$ cat src/hdl/q5k_block_dequantizer_core_macros.svh
// Assertion macros for the Q5_K block dequantiser.
// Both take the clock and the active-low reset from the enclosing module.
`ifndef Q5K_BLOCK_DEQUANTIZER_CORE_MACROS_SVH
`define Q5K_BLOCK_DEQUANTIZER_CORE_MACROS_SVH

// A property must hold at every rising clock edge outside reset.
`define Q5K_ASSERT(label, prop, msg) \
    label: assert property (@(posedge clk) disable iff (!rst_n) (prop)) \
        else $error(msg);

// A condition must never be seen outside reset.
`define Q5K_NEVER(label, cond, msg) \
    `Q5K_ASSERT(label, !(cond), msg)

`endif

$ cat src/hdl/q5k_pkg.sv
// ----------------------------------------------------------------------------
// q5k_pkg
// Types, constants and helper functions for the Q5_K block dequantiser.
// ----------------------------------------------------------------------------
package q5k_pkg;

    localparam logic [7:0] POS_SCALE_LO = 8'd0;
    localparam logic [7:0] POS_SCALE_HI = 8'd1;
    localparam logic [7:0] POS_MIN_LO   = 8'd2;
    localparam logic [7:0] POS_MIN_HI   = 8'd3;
    localparam logic [7:0] SCALES_AT    = 8'd4;
    localparam logic [7:0] HIGH_AT      = 8'd16;
    localparam logic [7:0] NIBBLES_AT   = 8'd48;
    localparam logic [7:0] LAST_POS     = 8'd175;

    localparam logic [31:0] QNAN_DEFAULT = 32'hFFC0_0000;
    localparam logic [31:0] QUIET_BIT    = 32'h0040_0000;

    typedef enum logic [2:0] {
        ST_IDLE,
        ST_DD,
        ST_MM,
        ST_PROD,
        ST_SUB,
        ST_ERR
    } q5k_state_t;

    typedef enum logic {
        FOP_MUL,
        FOP_SUB
    } q5k_fop_t;

    typedef struct packed {
        logic [15:0]      d_half;
        logic [15:0]      dmin_half;
        logic [11:0][7:0] scales;
        logic [7:0]       hb_byte;
        logic [7:0]       nib_byte;
    } q5k_rd_t;

    // Exact widening of an fp16 pattern to fp32.
    function automatic logic [31:0] half_to_single(input logic [15:0] h);
        logic [4:0]  ex;
        logic [9:0]  man;
        logic [3:0]  s;
        logic [10:0] sh;
        logic [7:0]  e;
        logic [31:0] bits;
        ex  = h[14:10];
        man = h[9:0];
        s   = 4'd0;
        for (int i = 0; i < 10; i++) begin
            if (man[i]) begin
                s = 4'(10 - i);
            end
        end
        sh = {1'b0, man} << s;
        e  = 8'd113 - {4'd0, s};
        if (ex == 5'd0) begin
            if (man == 10'd0) begin
                bits = {h[15], 31'd0};
            end else begin
                bits = {h[15], e, sh[9:0], 13'd0};
            end
        end else if (ex == 5'h1F) begin
            bits = {h[15], 8'hFF, man, 13'd0};
        end else begin
            bits = {h[15], 8'({3'd0, ex} + 8'd112), man, 13'd0};
        end
        return bits;
    endfunction

    // Small unsigned integer to fp32, always exact.
    function automatic logic [31:0] u6_to_single(input logic [5:0] v);
        logic [2:0]  p;
        logic [28:0] tmp;
        p = 3'd0;
        for (int i = 0; i < 6; i++) begin
            if (v[i]) begin
                p = 3'(i);
            end
        end
        tmp = {v, 23'd0} >> p;
        if (v == 6'd0) begin
            return 32'd0;
        end
        return {1'b0, 8'd127 + {5'd0, p}, tmp[22:0]};
    endfunction

    // 6-bit scale and min of sub-block k, returned as {sc, mn}.
    function automatic logic [11:0] unpack_scale_min(input logic [11:0][7:0] q,
                                                     input logic [2:0] k);
        logic [3:0] kk;
        kk = {1'b0, k};
        if (!k[2]) begin
            return {q[kk][5:0], q[kk + 4'd4][5:0]};
        end
        return {q[kk - 4'd4][7:6], q[kk + 4'd4][3:0], q[kk][7:6], q[kk + 4'd4][7:4]};
    endfunction

    // Leading zeros of a non-zero 27-bit word.
    function automatic logic [4:0] lzc27(input logic [26:0] v);
        logic [4:0] lz;
        lz = 5'd0;
        for (int i = 0; i < 27; i++) begin
            if (v[i]) begin
                lz = 5'(26 - i);
            end
        end
        return lz;
    endfunction

endpackage

$ cat src/hdl/q5k_store.sv
// ----------------------------------------------------------------------------
// q5k_store
// Block header, high-bit bytes and the current nibble group, byte-addressed.
// ----------------------------------------------------------------------------
module q5k_store
(
    input  logic                 clk,
    input  logic                 wr_en,
    input  logic [7:0]           wr_pos,
    input  logic [7:0]           wr_byte,
    input  logic [4:0]           rd_idx,
    output q5k_pkg::q5k_rd_t     rd
);
    import q5k_pkg::*;

    logic [15:0]      d_half_reg;
    logic [15:0]      dmin_half_reg;
    logic [11:0][7:0] scales_reg;
    logic [7:0]       hb_mem [32];
    logic [7:0]       nib_mem [32];
    logic [7:0]       hb_rd_reg;
    logic [7:0]       nib_rd_reg;
    logic [7:0]       off_sc;
    logic [7:0]       off_hb;
    logic [7:0]       off_nb;

    assign off_sc = wr_pos - SCALES_AT;
    assign off_hb = wr_pos - HIGH_AT;
    assign off_nb = wr_pos - NIBBLES_AT;

    always_ff @(posedge clk)
    begin
        if (wr_en) begin
            priority if (wr_pos == POS_SCALE_LO) begin
                d_half_reg[7:0] <= wr_byte;
            end else if (wr_pos == POS_SCALE_HI) begin
                d_half_reg[15:8] <= wr_byte;
            end else if (wr_pos == POS_MIN_LO) begin
                dmin_half_reg[7:0] <= wr_byte;
            end else if (wr_pos == POS_MIN_HI) begin
                dmin_half_reg[15:8] <= wr_byte;
            end else if (wr_pos < HIGH_AT) begin
                scales_reg[off_sc[3:0]] <= wr_byte;
            end else if (wr_pos < NIBBLES_AT) begin
                hb_mem[off_hb[4:0]] <= wr_byte;
            end else begin
                nib_mem[off_nb[4:0]] <= wr_byte;
            end
        end
        // registered read: rd_idx is the nibble-byte index within the group of the next cycle
        hb_rd_reg  <= hb_mem[rd_idx];
        nib_rd_reg <= nib_mem[rd_idx];
    end

    always_comb
    begin
        rd.d_half    = d_half_reg;
        rd.dmin_half = dmin_half_reg;
        rd.scales    = scales_reg;
        rd.hb_byte   = hb_rd_reg;
        rd.nib_byte  = nib_rd_reg;
    end

endmodule

$ cat src/hdl/q5k_fpu.sv
// ----------------------------------------------------------------------------
// q5k_fpu
// Shared single-precision unit: multiply or subtract, round to nearest even.
// ----------------------------------------------------------------------------
module q5k_fpu
(
    input  q5k_pkg::q5k_fop_t op,
    input  logic [31:0]       a,
    input  logic [31:0]       b,
    output logic [31:0]       y
);
    import q5k_pkg::*;

    logic        sa, sb;
    logic [7:0]  ea, eb;
    logic [22:0] fa, fb;
    logic        a_nan, b_nan, a_inf, b_inf, a_zero, b_zero;

    logic [47:0] prod;
    logic [23:0] pm;
    logic        pg, pst, pinc;
    logic [24:0] pr;
    logic [9:0]  pe;
    logic [31:0] mul_y;

    logic        swap, sx, sub_eff;
    logic [7:0]  ex, ey, diff;
    logic [26:0] mx, my;
    logic [53:0] ysh;
    logic [26:0] yal;
    logic [27:0] sum;
    logic [26:0] nrm;
    logic [4:0]  lz;
    logic [9:0]  se;
    logic        ainc;
    logic [24:0] ar;
    logic [31:0] sub_y;

    assign sa = a[31];
    assign sb = b[31];
    assign ea = a[30:23];
    assign eb = b[30:23];
    assign fa = a[22:0];
    assign fb = b[22:0];
    assign a_nan  = (ea == 8'hFF) && (fa != 23'd0);
    assign b_nan  = (eb == 8'hFF) && (fb != 23'd0);
    assign a_inf  = (ea == 8'hFF) && (fa == 23'd0);
    assign b_inf  = (eb == 8'hFF) && (fb == 23'd0);
    assign a_zero = (ea == 8'd0);
    assign b_zero = (eb == 8'd0);

    // multiply
    always_comb
    begin
        prod = {1'b1, fa} * {1'b1, fb};
        if (prod[47]) begin
            pm  = prod[47:24];
            pg  = prod[23];
            pst = |prod[22:0];
            pe  = {2'd0, ea} + {2'd0, eb} - 10'd126;
        end else begin
            pm  = prod[46:23];
            pg  = prod[22];
            pst = |prod[21:0];
            pe  = {2'd0, ea} + {2'd0, eb} - 10'd127;
        end
        pinc = pg & (pst | pm[0]);
        pr   = {1'b0, pm} + {24'd0, pinc};
        if (pr[24]) begin
            pe = pe + 10'd1;
        end
        priority if (a_nan) begin
            mul_y = a | QUIET_BIT;
        end else if (b_nan) begin
            mul_y = b | QUIET_BIT;
        end else if ((a_inf && b_zero) || (a_zero && b_inf)) begin
            mul_y = QNAN_DEFAULT;
        end else if (a_inf || b_inf) begin
            mul_y = {sa ^ sb, 8'hFF, 23'd0};
        end else if (a_zero || b_zero) begin
            mul_y = {sa ^ sb, 31'd0};
        end else begin
            mul_y = {sa ^ sb, pe[7:0], pr[24] ? pr[23:1] : pr[22:0]};
        end
    end

    // subtract a - b as a + (-b)
    always_comb
    begin
        swap    = {eb, fb} > {ea, fa};
        sx      = swap ? ~sb : sa;
        sub_eff = sa == sb;
        ex      = swap ? eb : ea;
        ey      = swap ? ea : eb;
        mx      = swap ? {1'b1, fb, 3'd0} : {1'b1, fa, 3'd0};
        my      = swap ? {1'b1, fa, 3'd0} : {1'b1, fb, 3'd0};
        diff    = ex - ey;
        ysh     = {my, 27'd0} >> ((diff > 8'd31) ? 8'd31 : diff);
        yal     = {ysh[53:28], ysh[27] | (|ysh[26:0])};
        if (sub_eff) begin
            sum = {1'b0, mx} - {1'b0, yal};
        end else begin
            sum = {1'b0, mx} + {1'b0, yal};
        end
        lz = lzc27(sum[26:0]);
        if (sum[27]) begin
            nrm = {sum[27:2], sum[1] | sum[0]};
            se  = {2'd0, ex} + 10'd1;
        end else begin
            nrm = sum[26:0] << lz;
            se  = {2'd0, ex} - {5'd0, lz};
        end
        ainc = nrm[2] & ((nrm[1] | nrm[0]) | nrm[3]);
        ar   = {1'b0, nrm[26:3]} + {24'd0, ainc};
        if (ar[24]) begin
            se = se + 10'd1;
        end
        priority if (a_nan) begin
            sub_y = a | QUIET_BIT;
        end else if (b_nan) begin
            sub_y = b | QUIET_BIT;
        end else if (a_inf && b_inf && (sa == sb)) begin
            sub_y = QNAN_DEFAULT;
        end else if (a_inf) begin
            sub_y = a;
        end else if (b_inf) begin
            sub_y = {~sb, b[30:0]};
        end else if (a_zero && b_zero) begin
            sub_y = {sa & ~sb, 31'd0};
        end else if (a_zero) begin
            sub_y = {~sb, b[30:0]};
        end else if (b_zero) begin
            sub_y = a;
        end else if (sum == 28'd0) begin
            sub_y = 32'd0;
        end else begin
            sub_y = {sx, se[7:0], ar[24] ? ar[23:1] : ar[22:0]};
        end
    end

    assign y = (op == FOP_MUL) ? mul_y : sub_y;

endmodule

$ cat src/hdl/q5k_block_dequantizer_core.sv
// ----------------------------------------------------------------------------
// q5k_block_dequantizer_core
// Q5_K block dequantiser: bytes in, 64 fp32 elements out per nibble group.
// ----------------------------------------------------------------------------
// Channel  Handshake            Payload
// in       in_valid/in_ready    block_byte, stream_end
// out      out_valid/out_ready  value_bits, element_index, last_of_run,
//                               last_of_block, length_error
//
// A byte that completes no nibble group leaves the sequencer idle.
// A group-closing byte starts the sequencer, and no byte is taken until it ends: one shared fp unit
// does two scale products per sub-block, then a multiply and a subtract per element.
// A stream end inside a block gives one error transaction.
// Reset clears the sequencer and the byte position; stored bytes are not cleared.
// A stalled output holds the sequencer in its subtract step.
// ----------------------------------------------------------------------------
module q5k_block_dequantizer_core
(
    input  logic        clk,
    input  logic        rst_n,
    input  logic        in_valid,
    output logic        in_ready,
    input  logic [7:0]  block_byte,
    input  logic        stream_end,
    output logic        out_valid,
    input  logic        out_ready,
    output logic [31:0] value_bits,
    output logic [7:0]  element_index,
    output logic        last_of_run,
    output logic        last_of_block,
    output logic        length_error
);
    import q5k_pkg::*;
    `include "q5k_block_dequantizer_core_macros.svh"

    q5k_state_t  state_reg, state_next;
    logic [7:0]  pos_reg, pos_next;
    logic [1:0]  g_reg, g_next;
    logic        half_reg, half_next;
    logic [4:0]  l_reg, l_next;
    logic [31:0] dd_reg, mm_reg, prod_reg;
    logic        out_valid_reg, out_valid_next;
    logic [31:0] value_reg;
    logic [7:0]  index_reg;
    logic        run_reg, blk_reg, err_reg;

    logic        accept, len_err, closes_group, out_free, load_out;
    logic [7:0]  off_nb;
    q5k_rd_t     rd;
    q5k_fop_t    fop;
    logic [31:0] fa, fb, fy;
    logic [11:0] scmn;
    logic [7:0]  q_byte;
    logic [7:0]  idx;

    assign accept       = in_valid && in_ready;
    assign len_err      = stream_end && (pos_reg != LAST_POS);
    assign off_nb       = pos_reg - NIBBLES_AT;
    assign closes_group = (pos_reg >= NIBBLES_AT) && (off_nb[4:0] == 5'd31);
    assign out_free     = !out_valid_reg || out_ready;
    assign idx          = {g_reg, half_reg, l_reg};

    q5k_store u_store
    (
        .clk     (clk),
        .wr_en   (accept && !len_err),
        .wr_pos  (pos_reg),
        .wr_byte (block_byte),
        .rd_idx  (l_next),
        .rd      (rd)
    );

    q5k_fpu u_fpu
    (
        .op (fop),
        .a  (fa),
        .b  (fb),
        .y  (fy)
    );

    // next state
    always_comb
    begin
        state_next = state_reg;
        unique case (state_reg)
            ST_IDLE:
            begin
                if (accept) begin
                    if (len_err) begin
                        state_next = ST_ERR;
                    end else if (closes_group) begin
                        state_next = ST_DD;
                    end
                end
            end
            ST_DD:   state_next = ST_MM;
            ST_MM:   state_next = ST_PROD;
            ST_PROD: state_next = ST_SUB;
            ST_SUB:
            begin
                if (out_free) begin
                    if (l_reg != 5'd31) begin
                        state_next = ST_PROD;
                    end else if (!half_reg) begin
                        state_next = ST_DD;
                    end else begin
                        state_next = ST_IDLE;
                    end
                end
            end
            ST_ERR:
            begin
                if (out_free) begin
                    state_next = ST_IDLE;
                end
            end
            default: state_next = ST_IDLE;
        endcase
    end

    // outputs of the sequencer
    always_comb
    begin
        in_ready = 1'b0;
        load_out = 1'b0;
        fop      = FOP_MUL;
        fa       = prod_reg;
        fb       = mm_reg;
        scmn     = unpack_scale_min(rd.scales, {g_reg, half_reg});
        q_byte   = half_reg ? {4'd0, rd.nib_byte[7:4]} : {4'd0, rd.nib_byte[3:0]};
        q_byte[4] = rd.hb_byte[{g_reg, half_reg}];
        unique case (state_reg)
            ST_IDLE: in_ready = 1'b1;
            ST_DD:
            begin
                fa = half_to_single(rd.d_half);
                fb = u6_to_single(scmn[11:6]);
            end
            ST_MM:
            begin
                fa = half_to_single(rd.dmin_half);
                fb = u6_to_single(scmn[5:0]);
            end
            ST_PROD:
            begin
                fa = dd_reg;
                fb = u6_to_single(q_byte[5:0]);
            end
            ST_SUB:
            begin
                fop      = FOP_SUB;
                load_out = out_free;
            end
            ST_ERR:  load_out = out_free;
            default: in_ready = 1'b0;
        endcase
    end

    always_comb
    begin
        pos_next  = pos_reg;
        g_next    = g_reg;
        half_next = half_reg;
        l_next    = l_reg;
        if (accept) begin
            if (len_err || (pos_reg == LAST_POS)) begin
                pos_next = 8'd0;
            end else begin
                pos_next = pos_reg + 8'd1;
            end
            g_next    = off_nb[6:5];
            half_next = 1'b0;
            l_next    = 5'd0;
        end else if ((state_reg == ST_SUB) && out_free) begin
            l_next = l_reg + 5'd1;
            if (l_reg == 5'd31) begin
                half_next = 1'b1;
            end
        end
        out_valid_next = load_out || (out_valid_reg && !out_ready);
    end

    always_ff @(posedge clk or negedge rst_n)
    begin
        if (!rst_n) begin
            state_reg     <= ST_IDLE;
            pos_reg       <= 8'd0;
            out_valid_reg <= 1'b0;
        end else begin
            state_reg     <= state_next;
            pos_reg       <= pos_next;
            out_valid_reg <= out_valid_next;
        end
    end

    always_ff @(posedge clk)
    begin
        g_reg    <= g_next;
        half_reg <= half_next;
        l_reg    <= l_next;
        if (state_reg == ST_DD) begin
            dd_reg <= fy;
        end
        if (state_reg == ST_MM) begin
            mm_reg <= fy;
        end
        if (state_reg == ST_PROD) begin
            prod_reg <= fy;
        end
        if (load_out) begin
            if (state_reg == ST_ERR) begin
                value_reg <= 32'd0;
                index_reg <= 8'd0;
                run_reg   <= 1'b1;
                blk_reg   <= 1'b0;
                err_reg   <= 1'b1;
            end else begin
                value_reg <= fy;
                index_reg <= idx;
                run_reg   <= half_reg && (l_reg == 5'd31);
                blk_reg   <= idx == 8'd255;
                err_reg   <= 1'b0;
            end
        end
    end

    assign out_valid     = out_valid_reg;
    assign value_bits    = value_reg;
    assign element_index = index_reg;
    assign last_of_run   = run_reg;
    assign last_of_block = blk_reg;
    assign length_error  = err_reg;

    `Q5K_NEVER(a_pos_range, pos_reg > LAST_POS, "byte position beyond block end")
    `Q5K_ASSERT(a_err_next, accept && len_err |=> state_reg == ST_ERR, "no error step")
    `Q5K_ASSERT(a_err_pos, accept && len_err |=> pos_reg == 8'd0, "position not cleared")
    `Q5K_ASSERT(a_err_run, out_valid && length_error |-> last_of_run, "error not last")
    `Q5K_ASSERT(a_err_val, out_valid && length_error |-> value_bits == 32'd0, "error value")

endmodule
$ cat config.mk
export PLATFORM = sky130hd
export DESIGN_NAME = q5k_block_dequantizer_core
export DESIGN_NICKNAME = d
export VERILOG_FILES = /design/src/hdl/q5k_pkg.sv /design/src/hdl/q5k_store.sv /design/src/hdl/q5k_fpu.sv /design/src/hdl/q5k_block_dequantizer_core.sv
export VERILOG_INCLUDE_DIRS = /design/src /design/src/hdl
export SDC_FILE = /design/constraint.sdc
export NUM_CORES = 2
export LEC_CHECK = 0
export BUFFER_PORTS_ARGS = -buffer_cell sky130_fd_sc_hd__clkbuf_2
export CELL_PAD_IN_SITES_DETAIL_PLACEMENT = 1
export CELL_PAD_IN_SITES_GLOBAL_PLACEMENT = 1
export CORE_MARGIN = 2
export CORE_UTILIZATION = 47
export DETAILED_ROUTE_END_ITERATION = 8
export GPL_TIMING_DRIVEN = 0
export PLACE_DENSITY_LB_ADDON = 0.1
export SLEW_MARGIN = 15
export SYNTH_ARGS = -nofsm -noshare
export SYNTH_HDL_FRONTEND = slang
export SYNTH_SLANG_ARGS = --single-unit
$ cat constraint.sdc
create_clock -name clk -period 17.3 [get_ports clk]
set_clock_uncertainty 0.15 [all_clocks]
set_input_delay 0.865 -clock clk [delete_from_list [all_inputs] [get_ports clk]]
set_output_delay 0.865 -clock clk [all_outputs]
set_load 0.02 [all_outputs]
==> run_results.csv <==
group,metric,value,unit
synth,synth_edf_count,781,
final_layout,fin_cells,9364,
setup_path,worstPathMaxFanout,12,
synth,synthesis.area,66700,µm²
route,drt-wirelength-per-cell,31.8,µm
synth,synth_area_per_cell,9.43,µm²
die,dieArea,145000,µm²
clock_tree,clkSlewWorstSetupHoldPaths,60,ps
global_route,antenna_found_initial,6,
route,drtIter0Drc,5705,
final_layout,final_common_cell,"nand2_1",
final_layout,nets,8186,
global_route,grt_max_degree,59,
setup_path,worst_ep_required_time,17580,ps
final_layout,regArea,24200,µm²
route,drcViolationCount,0,
synth,seq_area_frac_synth,36.2,%
placed_design,port_buffers,57,
setup_path,critPathKind,"flop to flop",
placed_design,place.detailed.hpwl,227000,µm
worst_hold_path,hold_path.class,"flop to flop",
synth,synth_area_leaders,"edfxtp_1 35%, fa_1 15%, nand2_1 6.7%",
timing,tns,-5.17,ps
synth,synth.top_cell.area_share,35.1,%
die,die_h,381,µm
final_layout,drive_gt1_share,13.4,%
die,die_x,381,µm
timing,whs,409,ps
flow_run,cap_violations,1,
global_route,grt_first_pass_wirelength,428000,µm
synth,async_reset_ff_share,1.47,%
status,outcome,"complete, but fails checks",
timing,worst_pin_slew,1480,ps
placed_design,post-place-cells,9051,
clock_tree,clock_latency,720,ps
route,dr.pass1.iters,6,
clock_tree,cts_sinks,815,
route,finalWirelength,298000,µm
placed_design,postPlaceCellArea,70000,µm²
die,start_util,47.3,%
final_layout,final_cell_mix,"1182 x nand2_1, 781 x edfxtp_1, 680 x inv_1",
die,rows,138,
setup_path,slowest_delay,670,ps
setup_path,crit_arrival,17590,ps
timing,max_slew_margin,0.334,%
status,violations,"capacitance limit, setup timing",
synth,yosysUniqueCellTypes,126,
clock_tree,cts_made_buffers,88,
clock_tree,htreeDepth,3,
global_route,grt_overflow,0,
global_route,grt_pass1_vias,62100,
final_layout,multi_input_area,40700,µm²
synth,synth_warnings,0,
route,drtAntennaViolNets,0,
route,vias,60400,
final_layout,fin_area,77000,µm²
setup_path,crit_top_cell,"buf_4",
synth,syn-num-nets,7873,
clock_tree,cts_buffer_depth,3,
synth,synthCells,7080,
timing,max_freq,57.8,MHz
die,core,141000,µm²
synth,synth_top_area_cell,"edfxtp_1",
setup_path,setup.worst_path.start_class,"flop",
timing,timing.final.crit_share,100,%
synth,ys_seq_elements,815,
final_layout,synthToLayoutAreaGrowth,15.4,%
timing,period_needed,17310,ps
timing,hold_viol,0,
synth,ys.flop_type,"edfxtp_1",
clock_tree,cts-root-buf,"clkbuf_16",
setup_path,crit_buf_inv,15,
setup_path,cp-end-kind,"flop",
global_route,track_usage,40.2,%
clock_tree,cts_tree,"yes",
timing,finalSetupViolCount,1,
setup_path,cp_slowest_cell,"or4_1",
final_layout,fillCellCount,15800,
placed_design,globalplace.congestion,1.02,
setup_path,crit_family,"simple AND/OR/NAND/NOR gates",
timing,slew_violations,0,
route,vias_per_cell,6.45,
die,io_pins,58,
timing,setup_ws,-5.17,ps
==> metal layers <==
metal | wire length, µm | track usage, % | vias to the layer above | share of wire [%]
met3 | 25100 | 7.55 | 830 | 8.4
li1 | - | - | 25500 | -
met2 | 137000 | 64.1 | 3137 | 46
met1 | 113000 | 50.5 | 31000 | 38
met4 | 22600 | 24.8 | 0 | 7.6
met5 | 0 | 0 | - | 0
==> metrics by stage <==
step           setup WS [ps]  util, %
2_1_floorplan            268        -
3_3_place_gp           -7930     49.1
3_5_place_dp           -7910     49.5
4_1_cts                 1.17     53.3
5_1_grt                 -270     54.5
6_report               -5.17     54.5
==> layout make-up <==
class / instances / share of cell area, %
clock buffer: 110 / 3.03
antenna: 7 / 0.0227
buffer: 376 / 2.41
sequential: 815 / 31.4
multi-input combinational: 5138 / 52.9
inverter: 708 / 3.50
timing repair buffer: 266 / 2.89
tap: 1890 / 3.07
clock inverter: 54 / 0.812
==> cell usage after synthesis (all sizes together), types with 36 or more instances <==
| master | count |
|---|---|
| nand2 | 1191 |
| edfxtp | 781 |
| inv | 690 |
| nor2 | 550 |
| fa | 484 |
| nand3 | 387 |
| clkbuf | 330 |
| ha | 296 |
| a21oi | 278 |
| o21ai | 215 |
| nor3 | 111 |
| xnor2 | 111 |
| and3 | 98 |
| buf | 90 |
| a311oi | 87 |
| a21o | 84 |
| a31oi | 81 |
| mux2i | 78 |
| and2 | 64 |
| nand4 | 62 |
| xor2 | 57 |
| a211oi | 51 |
| o211ai | 50 |
| nor4 | 44 |
| nand2b | 43 |
| o31ai | 40 |
| or3 | 38 |
| a221oi | 36 |
| nor2b | 36 |
==> repair_timing <==
| item | 4_1_cts | 5_1_grt |
|---|---|---|
| resized for setup | 436 | 248 |
| setup buffers | 92 | 90 |
| gates cloned | 1 | 2 |
| endpoints found under the hold margin | 12 | 0 |
| hold buffers | 1 | 0 |
| endpoints found under the setup margin | 128 | 128 |
| pin swaps | 65 | 98 |
==> kinds of logic (layout without fill, tap and decap cells) <==
logic type	count (synthesis)	count (layout)	synth area share, %
and+or+nand+nor	2729	2729	18.5
DFF	815	815	36.2
adders and majority gates	780	780	20.1
buffers and inverters	1128	1514	6.48
other	0	7	0
AOI/OAI and AO/OA	1336	1337	14.2
xor gates and xnor gates	168	168	2.24
muxes	124	124	2.28
==> worst paths after layout <==
| check | startpoint | end | slack, ps | cells after the start |
|---|---|---|---|---|
| max in group asynchronous | rst_n | out_valid | 16180 | 2 |
| max reg2reg | state_reg[0] | value_bits[19] | -5 | 64 |
| min reg2reg | pos_reg[7] | pos_reg[7] | 410 | 1 |
| min | pos_reg[7] | pos_reg[7] | 410 | 1 |
| min in group asynchronous | rst_n | pos_reg[1] | 520 | 2 |
| max | state_reg[0] | value_bits[19] | -5 | 64 |
Power is left out: the tool's default activity adds up to more than one toggle a clock period on the data nets, which glitch-free logic cannot reach.
